### src/hdl/irfp_pkg.sv
package irfp_pkg;

    // Magic word that opens every request frame
    localparam logic [31:0] FRAME_MAGIC = 32'h2310_7231;

    // Parser phases; the unused code 7 behaves as drain
    typedef enum logic [2:0] {
        PH_MAGIC = 3'd0,
        PH_OP    = 3'd1,
        PH_LEN1  = 3'd2,
        PH_PAY1  = 3'd3,
        PH_LEN2  = 3'd4,
        PH_PAY2  = 3'd5,
        PH_DRAIN = 3'd6
    } t_phase;

    // Result event codes
    typedef enum logic [2:0] {
        EV_IMG1      = 3'd0,
        EV_IMG2      = 3'd1,
        EV_BAD_MAGIC = 3'd2,
        EV_BAD_OP    = 3'd3,
        EV_ZERO      = 3'd4,
        EV_LARGE     = 3'd5,
        EV_TRUNC     = 3'd6
    } t_event;

    // One result item as handed from the parser core to the output register
    typedef struct packed {
        logic        valid;
        t_event      ev;
        logic [7:0]  data;
        logic        op;
        logic [31:0] len;
        logic        last;
    } t_result;

endpackage

### src/hdl/image_request_frame_parser_top.sv
// Channel   Dir  Payload                                        Handshake
// s_*       in   tdata: data_byte; tlast: stream_end            tvalid/tready
// m_*       out  tdata: payload_byte, request_op, image_length  tvalid/tready
//                tuser: event_res; tlast: last_byte
// cfg_*     in   wdata: image size limit, zero for none          we, no wait
//
// One byte per clock sustained while the output is not stalled; each transfer
// passes the input register, then parse logic into the output register.
// Synchronous active-low reset rearms the parser and clears the size limit.
// A stalled output holds its result; the input register still takes a
// transfer when it is itself empty or the output will be drained in the same cycle.
module image_request_frame_parser_top (
    input  logic        i_clk,
    input  logic        i_rst_n,
    input  logic        i_s_tvalid,
    output logic        o_s_tready,
    input  logic [7:0]  i_s_tdata,   // [7:0] data_byte
    input  logic        i_s_tlast,   // stream_end
    output logic        o_m_tvalid,
    input  logic        i_m_tready,
    output logic [47:0] o_m_tdata,   // [7:0] payload_byte, [8] request_op,
                                     // [40:9] image_length, [47:41] zero
    output logic [2:0]  o_m_tuser,   // [2:0] event_res
    output logic        o_m_tlast,   // last_byte
    input  logic        i_cfg_we,
    input  logic [31:0] i_cfg_wdata
);

    logic [31:0]       r_max_size;
    logic              r_in_valid;
    logic [7:0]        r_in_byte;
    logic              r_in_end;
    logic              r_out_valid;
    irfp_pkg::t_result r_out;
    irfp_pkg::t_result w_res;
    logic              w_out_free;
    logic              w_step;

    // Output register can take a new result when empty or being drained
    assign w_out_free = !r_out_valid || i_m_tready;
    assign w_step     = r_in_valid && w_out_free;
    assign o_s_tready = !r_in_valid || w_out_free;

    // Hold the size limit
    always_ff @(posedge i_clk) begin
        if (!i_rst_n) begin
            r_max_size <= 32'd0;
        end else if (i_cfg_we) begin
            r_max_size <= i_cfg_wdata;
        end
    end

    // Input register
    always_ff @(posedge i_clk) begin
        if (!i_rst_n) begin
            r_in_valid <= 1'b0;
        end else if (o_s_tready) begin
            r_in_valid <= i_s_tvalid;
        end
    end

    always_ff @(posedge i_clk) begin
        if (o_s_tready && i_s_tvalid) begin
            r_in_byte <= i_s_tdata;
            r_in_end  <= i_s_tlast;
        end
    end

    irfp_core u_core (
        .i_clk      (i_clk),
        .i_rst_n    (i_rst_n),
        .i_step     (w_step),
        .i_byte     (r_in_byte),
        .i_end      (r_in_end),
        .i_max_size (r_max_size),
        .o_res      (w_res)
    );

    // Output register
    always_ff @(posedge i_clk) begin
        if (!i_rst_n) begin
            r_out_valid <= 1'b0;
        end else if (w_out_free) begin
            r_out_valid <= w_step && w_res.valid;
        end
    end

    always_ff @(posedge i_clk) begin
        if (w_step && w_res.valid) begin
            r_out <= w_res;
        end
    end

    assign o_m_tvalid = r_out_valid;
    assign o_m_tdata  = {7'd0, r_out.len, r_out.op, r_out.data};
    assign o_m_tuser  = r_out.ev;
    assign o_m_tlast  = r_out.last;

endmodule

### src/hdl/irfp_core.sv
module irfp_core (
    input  logic              i_clk,
    input  logic              i_rst_n,
    input  logic              i_step,
    input  logic [7:0]        i_byte,
    input  logic              i_end,
    input  logic [31:0]       i_max_size,
    output irfp_pkg::t_result o_res
);

    irfp_pkg::t_phase r_phase, n_phase;
    logic [1:0]       r_hc, n_hc;
    logic [31:0]      r_gather, n_gather;
    logic [31:0]      r_left, n_left;
    logic [31:0]      r_hlen, n_hlen;
    logic             r_hop, n_hop;

    logic [31:0] w_word;
    logic        w_full;
    logic [1:0]  w_hc_inc;
    logic [31:0] w_left_dec;
    logic        w_left_last;
    logic        w_len_zero;
    logic        w_len_large;

    // Shared datapath: gather shift, byte count, payload countdown, length checks
    assign w_word      = {i_byte, r_gather[31:8]};
    assign w_full      = (r_hc == 2'd3);
    assign w_hc_inc    = r_hc + 2'd1;
    assign w_left_dec  = r_left - 32'd1;
    assign w_left_last = (w_left_dec == 32'd0);
    assign w_len_zero  = (w_word == 32'd0);
    assign w_len_large = (i_max_size != 32'd0) && (w_word > i_max_size);

    // Next state
    always_comb begin
        n_phase  = r_phase;
        n_hc     = r_hc;
        n_gather = r_gather;
        n_left   = r_left;
        n_hlen   = r_hlen;
        n_hop    = r_hop;
        if (i_end) begin
            // rearm on stream end
            n_phase  = irfp_pkg::PH_MAGIC;
            n_hc     = 2'd0;
            n_gather = 32'd0;
            n_left   = 32'd0;
            n_hlen   = 32'd0;
            n_hop    = 1'b0;
        end else begin
            unique case (r_phase)
                irfp_pkg::PH_MAGIC: begin
                    n_hc     = w_hc_inc;
                    n_gather = w_word;
                    if (w_full) begin
                        n_gather = 32'd0;
                        if (w_word != irfp_pkg::FRAME_MAGIC) begin
                            n_phase = irfp_pkg::PH_DRAIN;
                        end else begin
                            n_phase = irfp_pkg::PH_OP;
                            n_hop   = 1'b0;
                            n_hlen  = 32'd0;
                        end
                    end
                end
                irfp_pkg::PH_OP: begin
                    if (i_byte[7:1] != 7'd0) begin
                        n_phase = irfp_pkg::PH_DRAIN;
                    end else begin
                        n_hop   = i_byte[0];
                        n_phase = irfp_pkg::PH_LEN1;
                    end
                end
                irfp_pkg::PH_LEN1, irfp_pkg::PH_LEN2: begin
                    n_hc     = w_hc_inc;
                    n_gather = w_word;
                    if (w_full) begin
                        n_gather = 32'd0;
                        if (w_len_zero || w_len_large) begin
                            n_phase = irfp_pkg::PH_DRAIN;
                        end else begin
                            n_hlen  = w_word;
                            n_left  = w_word;
                            n_phase = (r_phase == irfp_pkg::PH_LEN1) ?
                                      irfp_pkg::PH_PAY1 : irfp_pkg::PH_PAY2;
                        end
                    end
                end
                irfp_pkg::PH_PAY1, irfp_pkg::PH_PAY2: begin
                    n_left = w_left_dec;
                    if (w_left_last) begin
                        n_hc     = 2'd0;
                        n_gather = 32'd0;
                        if (r_phase == irfp_pkg::PH_PAY1 && r_hop) begin
                            n_phase = irfp_pkg::PH_LEN2;
                        end else begin
                            n_phase = irfp_pkg::PH_MAGIC;
                        end
                    end
                end
                default: begin
                    // drain: ignore bytes
                end
            endcase
        end
    end

    // Result for the item in the input register
    always_comb begin
        o_res       = '0;
        o_res.ev    = irfp_pkg::EV_TRUNC;
        o_res.op    = r_hop;
        o_res.len   = r_hlen;
        if (i_end) begin
            o_res.valid = (r_phase != irfp_pkg::PH_DRAIN) &&
                          (r_phase != irfp_pkg::t_phase'(3'd7));
        end else begin
            unique case (r_phase)
                irfp_pkg::PH_MAGIC: begin
                    o_res.valid = w_full && (w_word != irfp_pkg::FRAME_MAGIC);
                    o_res.ev    = irfp_pkg::EV_BAD_MAGIC;
                end
                irfp_pkg::PH_OP: begin
                    o_res.valid = (i_byte[7:1] != 7'd0);
                    o_res.ev    = irfp_pkg::EV_BAD_OP;
                end
                irfp_pkg::PH_LEN1, irfp_pkg::PH_LEN2: begin
                    o_res.valid = w_full && (w_len_zero || w_len_large);
                    o_res.ev    = w_len_zero ? irfp_pkg::EV_ZERO : irfp_pkg::EV_LARGE;
                    o_res.len   = w_word;
                end
                irfp_pkg::PH_PAY1, irfp_pkg::PH_PAY2: begin
                    o_res.valid = 1'b1;
                    o_res.ev    = (r_phase == irfp_pkg::PH_PAY1) ?
                                  irfp_pkg::EV_IMG1 : irfp_pkg::EV_IMG2;
                    o_res.data  = i_byte;
                    o_res.last  = w_left_last;
                end
                default: begin
                    o_res.valid = 1'b0;
                end
            endcase
        end
    end

    // State registers advance once per consumed transfer
    always_ff @(posedge i_clk) begin
        if (!i_rst_n) begin
            r_phase  <= irfp_pkg::PH_MAGIC;
            r_hc     <= 2'd0;
            r_gather <= 32'd0;
            r_left   <= 32'd0;
            r_hlen   <= 32'd0;
            r_hop    <= 1'b0;
        end else if (i_step) begin
            r_phase  <= n_phase;
            r_hc     <= n_hc;
            r_gather <= n_gather;
            r_left   <= n_left;
            r_hlen   <= n_hlen;
            r_hop    <= n_hop;
        end
    end

    // A stream end always rearms the parser
    a_end_rearms: assert property (@(posedge i_clk) disable iff (!i_rst_n)
        (i_step && i_end) |=> (r_phase == irfp_pkg::PH_MAGIC && r_hc == 2'd0))
        else $error("parser not rearmed after stream end");

    // Header byte count only runs while a header word is gathered
    a_hc_phase: assert property (@(posedge i_clk) disable iff (!i_rst_n)
        (r_hc != 2'd0) |-> (r_phase == irfp_pkg::PH_MAGIC ||
                            r_phase == irfp_pkg::PH_LEN1 ||
                            r_phase == irfp_pkg::PH_LEN2))
        else $error("header count left over outside a header phase");

    // Payload phases always have bytes still due
    a_left_nonzero: assert property (@(posedge i_clk) disable iff (!i_rst_n)
        (r_phase == irfp_pkg::PH_PAY1 || r_phase == irfp_pkg::PH_PAY2)
            |-> (r_left != 32'd0 && r_hlen != 32'd0))
        else $error("payload phase with no bytes due");

    // A payload byte never goes out with a zero length
    a_payload_len: assert property (@(posedge i_clk) disable iff (!i_rst_n)
        (i_step && o_res.valid &&
         (o_res.ev == irfp_pkg::EV_IMG1 || o_res.ev == irfp_pkg::EV_IMG2))
            |-> (o_res.len != 32'd0))
        else $error("payload byte with zero image length");

endmodule
### config.mk
export PLATFORM = sky130hd
export DESIGN_NAME = image_request_frame_parser_top
export DESIGN_NICKNAME = d
export VERILOG_FILES = /design/src/hdl/irfp_pkg.sv /design/src/hdl/image_request_frame_parser_top.sv /design/src/hdl/irfp_core.sv
export SDC_FILE = /design/constraint.sdc
export NUM_CORES = 1
export LEC_CHECK = 0
export ABC_AREA = 1
export BUFFER_PORTS_ARGS = -buffer_cell sky130_fd_sc_hd__buf_2
export CAP_MARGIN = 20
export CORE_MARGIN = 3
export CORE_UTILIZATION = 55
export CTS_BUF_LIST = sky130_fd_sc_hd__clkbuf_4
export DETAILED_ROUTE_END_ITERATION = 10
export PLACE_DENSITY = 0.75
export SLEW_MARGIN = 20
export SYNTH_ARGS = -nofsm -noshare
export SYNTH_HDL_FRONTEND = slang
export SYNTH_SLANG_ARGS = --single-unit
### constraint.sdc
create_clock -name i_clk -period 8.8 [get_ports i_clk]
set_input_delay 1.76 -clock i_clk [delete_from_list [all_inputs] [get_ports i_clk]]
set_output_delay 1.76 -clock i_clk [all_outputs]
set_load 0.03 [all_outputs]
==> results.yml, run 1 <==
layout:
  final_common_cell: "nand2_1"
  seqCellArea_sq_um: 4180
  area_growth_pct: 8.81
  final_cell_mix: "nand2_1, nor2_1, inv_1"
  multi_input_area_sq_um: 4530
  nets: 1453
  final_layout_size_suffix_gt1_share_pct: 11.2
  fillCellCount: 1596
critical_path:
  cp_max_fo: 3
  cp-startpoint: "i_m_tready"
  cp.arrival_ns: 2.21
  start_kind: "input port"
  r2r_start: "r_in_byte[0]"
  worst_r2r_endpoint: "u_core.r_hlen[12]"
  path_buf_inv: 3
  reg2reg_depth: 10
  crit_chain: "buf_2 -> inv_1 -> nand3_1 -> buf_2"
  crit_path_max_incr_delay_ns: 0.20
  path_depth: 4
  end_kind: "primary output"
  cp.required_ns: 7.04
  cpMaxStageDelayCell: "buf_2"
  crit_path_frequent_cell: "buf_2"
  critPathKind: "input port to primary output"
  rrSetupSlack_ns: 4.84
  cp_top_family: "buffers and inverters"
floorplanning:
  dieArea_sq_um: 19100
  io_pins: 100
  die_x_microns: 138
  die_h_microns: 138
  coreArea_sq_um: 16800
  start_util_pct: 57.2
  fp-row-count: 47
clock_network:
  clockBufferDepth: 2
  cts_num_sinks: 182
  post_cts_buffers: 0
  insertion_delay_ns: 0.60
  cts_root_buf: "clkbuf_4"
  ctsHoldBuffers: 0
  postCtsResizedCells: 0
  htreeDepth: 4
  path_clk_slew_ns: 0.14
  cts_tree: "built"
  numCtsBuffers: 17
detailed_routing:
  drtIter0Drc: 1176
  drc: 0
  vias: 8957
  wl_per_cell_microns: 16.0
  viasPerCell: 5.57
  drt_pre_antenna_iters: 6
  final_antenna_net_count: 0
  drt_wl_total_mm: 25.7
grt:
  first_global_vias: 8166
  grtUsageMet1_pct: 35.7
  grt_max_degree: 97
  grt-ovfl-total: 0
  grt_pass1_wl_mm: 41.2
  use_met2_pct: 41.6
  grt_busiest_layer: "met2"
  met3_usage_pct: 6.22
  antenna_found_initial: 1
  grtUsageTotal_pct: 26.5
status:
  outcome: "complete, no violations"
sta:
  post-route-period-util_pct: 45.1
  hold_viol: 0
  fin_tns_setup_ns: 0
  min_period_ns: 3.97
  max_freq_mhz: 252
  tightest_slew_ns: 1.06
  rsz0062_at_grt: "no"
  setup_viol: 0
  slew_headroom_pct: 28.7
  slew_violations: 0
  fin_skew_ns: 0.0240
power_and_ir_drop:
  power.density_nw_per_um2: 179
  ir_drop_uv: 119
  power_mw: 1.88
  p_leak_nw: 4.39
synthesis:
  ys.flop_type: "dfxtp_1"
  ys_ff_latch: 182
  synth_area_leaders: "dfxtp_1, edfxtp_1, nand2_1"
  synth_cell_type_count: 41
  avgSynthCellArea_sq_um: 7.31
  synth-seq-area-share_pct: 43.5
  synth_area_sq_um: 9610
  synth_cells: 1316
  ys_warn_count: 0
  synth_top_area_cell: "dfxtp_1"
  ys_async_sr_fraction_pct: 0
  yosysTopAreaCellShare_pct: 26.7
  synth_edf_count: 54
placed_design:
  io_buffers: 92
  gp_congestion: 0.945
  dp_hpwl_mm: 18.0
min_path:
  hold_path_class: "register to register"
  holdCritStartpoint: "u_core.r_hc[1]"
  whs_path_depth: 2
  worstHoldEndpoint: "u_core.r_hc[1]"
run:
  max-cap-violations: 0
## cells in the mapped netlist, types with 5 or more instances
cell      count
ha_1         35
xor2_1        6
nand2_2       5
nand2_1     252
nor2_4        5
buf_2        10
nor4_1        7
clkbuf_1     42
o21ai_0     131
buf_4         7
nor2_2        6
edfxtp_1     54
nand3_1      61
dfxtp_1     128
a21oi_1     125
o22ai_1      23
nor3_1       32
o21ai_1       6
inv_1       149
nor2_1      171
nand4_1      29
## per-layer routing
metal | vias up | routed length, microns | part of all wire (%)
met2 | 387 | 11600 | 45
met1 | 4024 | 11100 | 43
met4 | 0 | 857 | 3.3
met3 | 72 | 2070 | 8.0
met5 | - | 0 | 0
li1 | 4474 | - | -
## tightest hold or removal path: cells and delay by family, from the launching register on
kind            cells  cell delay [ns]
compound gates      1             0.05
flops               1             0.34
simple gates        1             0.06
## final cells by class
| class | count | share of cell area (%) |
|---|---|---|
| timing repair buffer | 99 | 4.90 |
| inverter | 152 | 5.45 |
| antenna | 3 | 0.0718 |
| clock inverter | 15 | 2.38 |
| clock buffer | 17 | 1.22 |
| sequential | 182 | 40.0 |
| tap | 220 | 2.63 |
| multi-input combinational | 920 | 43.3 |
## worst max-delay path by stage
| stage | to |
|---|---|
| 3_3_place_gp | u_core.r_hlen[19] |
| 2_1_floorplan | o_s_tready |
| 4_1_cts | o_s_tready |
| 6_report | o_s_tready |
| 3_5_place_dp | u_core.r_hlen[26] |
| 5_1_grt | u_core.r_hlen[4] |
## power breakdown
group / internal [mW] / total (mW) / switching (mW)
Sequential: 0.899 / 0.922 / 0.0227
Combinational: 0.109 / 0.364 / 0.254
Clock: 0.285 / 0.590 / 0.305
## kinds of logic after synthesis
kind of cell	Yosys count	synth area share (%)
fa+ha+maj	35	4.55
simple gates	578	25.9
buf+inv	220	9.58
other cells	1	0.0390
xor+xnor	7	0.638
compound gates	293	15.8
flops	182	43.5
## state kept, by name, summed over array words and instances, names as in the netlist, 2 cells and up
register / flops
o_m_tuser: 3
u_core.r_hc: 2
r_max_size: 32
r_in_byte: 8
u_core.r_gather: 24
u_core.r_left: 32
u_core.r_phase: 3
o_m_tdata: 41
u_core.r_hlen: 32
## through the flow
stage	cell area, sq um	hold slack (ns)	setup WS [ns]	cells	util (%)
2_1_floorplan	9640	0.432	4.96	1322	-
3_3_place_gp	10100	0.456	4.51	1573	59.9
3_5_place_dp	10100	0.470	4.39	1573	59.9
4_1_cts	10500	0.490	4.83	1605	62.1
5_1_grt	10500	0.522	4.59	1608	62.2
6_report	10500	0.486	4.83	1608	62.2
(Power assumes the default switching activity.)
==> run 2: changes to the inputs <==
--- a/config.mk
+++ b/config.mk
@@ -5,14 +5,14 @@
 export SDC_FILE = /design/constraint.sdc
 export NUM_CORES = 1
 export LEC_CHECK = 0
-export ABC_AREA = 1
+export ABC_AREA = 0
 export BUFFER_PORTS_ARGS = -buffer_cell sky130_fd_sc_hd__buf_2
 export CAP_MARGIN = 20
 export CORE_MARGIN = 3
 export CORE_UTILIZATION = 55
 export CTS_BUF_LIST = sky130_fd_sc_hd__clkbuf_4
 export DETAILED_ROUTE_END_ITERATION = 10
-export PLACE_DENSITY = 0.75
+export PLACE_DENSITY = 0.78
 export SLEW_MARGIN = 20
 export SYNTH_ARGS = -nofsm -noshare
 export SYNTH_HDL_FRONTEND = slang
==> constraint.sdc (replaced) <==
create_clock -name i_clk -period 3.4 [get_ports i_clk]
set_input_delay 0.68 -clock i_clk [delete_from_list [all_inputs] [get_ports i_clk]]
set_output_delay 0.68 -clock i_clk [all_outputs]
set_load 0.03 [all_outputs]
==> run 2 against run 1 <==
Design area up 6.1%. First-iteration DRC count fell by 18%. Worst setup slack worse by 4.7 ns. Synthesized cell count decreased by 21%. Sequential share of layout area down 2.3 points. Clock power rose by 110%. Critical path depth increased by 4. Largest cell class unchanged. Routed wire length is 4.3% higher. Count of clock-buffer cells in the layout is the same.
==> results.yml, run 2 <==
power_and_ir_drop:
  ir_drop_uv: 328
  combinationalPowerShare_pct: 14.1
  p_leak_nw: 4.68
  power.density_nw_per_um2: 378
  clkPwrFrac_pct: 29.7
  switchingPower_mw: 1.29
  p_int_mw: 2.91
  switching_share_pct: 30.7
  seq_power_share_pct: 56.1
  power_mw: 4.19
floorplanning:
  die_h_microns: 139
  start_util_pct: 56.4
  die_x_microns: 139
  io_pins: 100
  coreArea_sq_um: 17400
  fp-row-count: 48
  dieArea_sq_um: 19400
synthesis:
  ys_warn_count: 0
  synthAdderAreaFrac_pct: 4.47
  synth_area_leaders: "dfxtp_1, edfxtp_1, mux2i_1"
  yosys-top-cells-count: "dfxtp_1, nor2_1, nand2_1"
  avgSynthCellArea_sq_um: 9.46
  synth_area_sq_um: 9790
  synth-simple-area-share_pct: 19.4
  synth_edf_count: 54
  synth_cell_type_count: 73
  post-synth-top-count-cell: "dfxtp_1"
  synth_cells: 1035
  synth-seq-area-share_pct: 42.7
  synth_xor_area_share_pct: 1.16
  synth_top_family_by_area: "simple AND/OR/NAND/NOR gates"
  synth_mux_area_share_pct: 10.2
  ys.flop_type: "dfxtp_1"
  synth_top_area_cell: "dfxtp_1"
  ys_ff_latch: 182
  yosysTopAreaCellShare_pct: 26.2
  ys_async_sr_fraction_pct: 0
  synth_compound_area_share_pct: 16.6
critical_path:
  critPathKind: "register to register"
  end_kind: "register"
  cp-startpoint: "u_core.r_left[10]"
  cp_max_fo: 8
  crit_path_max_incr_delay_ns: 0.58
  cp.arrival_ns: 3.79
  cpMaxStageDelayCell: "or4_4"
  r2r_start: "u_core.r_left[10]"
  reg2reg_depth: 8
  worst_r2r_endpoint: "u_core.r_phase[1]"
  rrSetupSlack_ns: 0.15
  crit_chain: "nor4_4 -> nand2_2 -> or4_4 -> a211o_1 -> nor4_2 -> a31oi_1 -> or3_1 -> a211oi_2"
  cp.required_ns: 3.94
  start_kind: "register"
grt:
  grt_pass1_wl_mm: 42.6
  first_global_vias: 8201
  grt-ovfl-total: 0
  grt_max_degree: 53
  grtUsageTotal_pct: 27.0
  antenna_found_initial: 1
sta:
  min_period_ns: 3.25
  fin_skew_ns: 0.0217
  slew_violations: 0
  setup_viol: 0
  post-route-period-util_pct: 95.5
  hold_ws_ns: 0.234
  hold_viol: 0
  slew_headroom_pct: 38.6
  tightest_slew_ns: 0.921
  max_freq_mhz: 308
clock_network:
  cts_tree: "built"
  insertion_delay_ns: 0.61
  cts_num_sinks: 182
  path_clk_slew_ns: 0.16
  htreeDepth: 4
  numCtsBuffers: 17
  ctsHoldBuffers: 0
  clockBufferDepth: 2
  cts_root_buf: "clkbuf_4"
placed_design:
  io_buffers: 92
  gp_congestion: 0.953
  dp_hpwl_mm: 18.2
min_path:
  hold_path_class: "input port to register"
  holdCritStartpoint: "i_s_tdata[7]"
  worstHoldEndpoint: "r_in_byte[7]"
  whs_path_depth: 1
layout:
  final_cell_mix: "dfxtp_1, nor2_1, buf_2"
  nets: 1215
  largest_reg_flops: 41
  final_layout_size_suffix_gt1_share_pct: 23.0
  final_common_cell: "dfxtp_1"
  area_growth_pct: 13.4
status:
  outcome: "complete, no violations"
detailed_routing:
  vias: 8639
  drt_wl_total_mm: 26.8
  wl_per_cell_microns: 19.5
  viasPerCell: 6.29
  final_antenna_net_count: 0
  drtIter0Drc: 965
  drc: 0
  drt_pre_antenna_iters: 5
run:
  max-cap-violations: 0
==> run 2: cell types whose count changed in the layout (fill, tap and decap cells not counted), sizes merged, moves of 22 or more <==
cell and change:
inv -98, mux2 +32, and3 +40, buf +50, o2bb2ai +24, nand2 -175
o22ai -22, nor4 +25, mux2i +64, o21ai -88, a21oi -77, nand3 -43
nor2 -77
==> run 2: cell type report <==
cell class              instances  area, sq um
flip-flops and latches        182         4190
well taps                     225          282
inverters                      48          180
diodes                          1         2.50
clock inverters                15          168
repair buffers                149          963
clock buffers                  17          128
fillers                      1427         6250
multi-input cells             736         5190
==> run 2: cell families (layout without fill, tap and decap cells) <==
group           after synthesis  count (layout)
simple gates                365             365
mux                          96              96
buf+inv                     123             229
fa+ha+maj                    35              35
xor+xnor                     13              13
other cells                   1               8
compound gates              220             220
flops                       182             182
==> run 2: worst max-delay path by stage <==
stage,to,slack (ns)
final,u_core.r_phase[1],0.15
after global routing,u_core.r_gather[8],-0.01
after CTS,u_core.r_gather[9],0.03
after detailed placement,o_m_tdata[13],0.08
after global placement,u_core.r_gather[11],0.09
after floorplan,o_m_tdata[0],0.14
==> run 2: power by group through the flow <==
stage / Sequential [mW] / Clock [mW] / Combinational, mW
after floorplan: 2.42 / 0 / 0.369
after global placement: 2.40 / 0 / 0.557
after detailed placement: 2.40 / 0 / 0.567
after CTS: 2.35 / 1.26 / 0.571
after global routing: 2.36 / 1.36 / 0.644
final: 2.35 / 1.25 / 0.592
==> run 2: layer usage <==
metal,wire length [microns],up-vias,track usage [%]
met5,0,-,0
met4,726,0,10.1
met1,11400,4121,37.1
li1,-,4022,-
met3,2190,57,4.67
met2,12500,439,43.1
==> run 2: timing repair <==
item                       4_1_cts  5_1_grt
setup buffers                    0        5
setup endpoints to repair        0       83
gates resized for setup          0       14
==> run 2: stage by stage <==
step	util, %	setup slack, ns	area (sq um)	setup TNS (ns)	cells
2_1_floorplan	-	0.138	9820	0	1041
3_3_place_gp	61.7	0.0921	10700	0	1335
3_5_place_dp	61.7	0.0838	10700	0	1335
4_1_cts	63.4	0.0317	11000	0	1367
5_1_grt	64.0	-0.0123	11100	-0.0273	1373
6_report	64.0	0.152	11100	0	1373
==> run 2: worst max-delay path, delay by kind of cell, from the launching register on <==
kind / cells / cell delay, ns
compound gates: 3 / 0.82
simple gates: 5 / 1.93
flops: 1 / 0.43
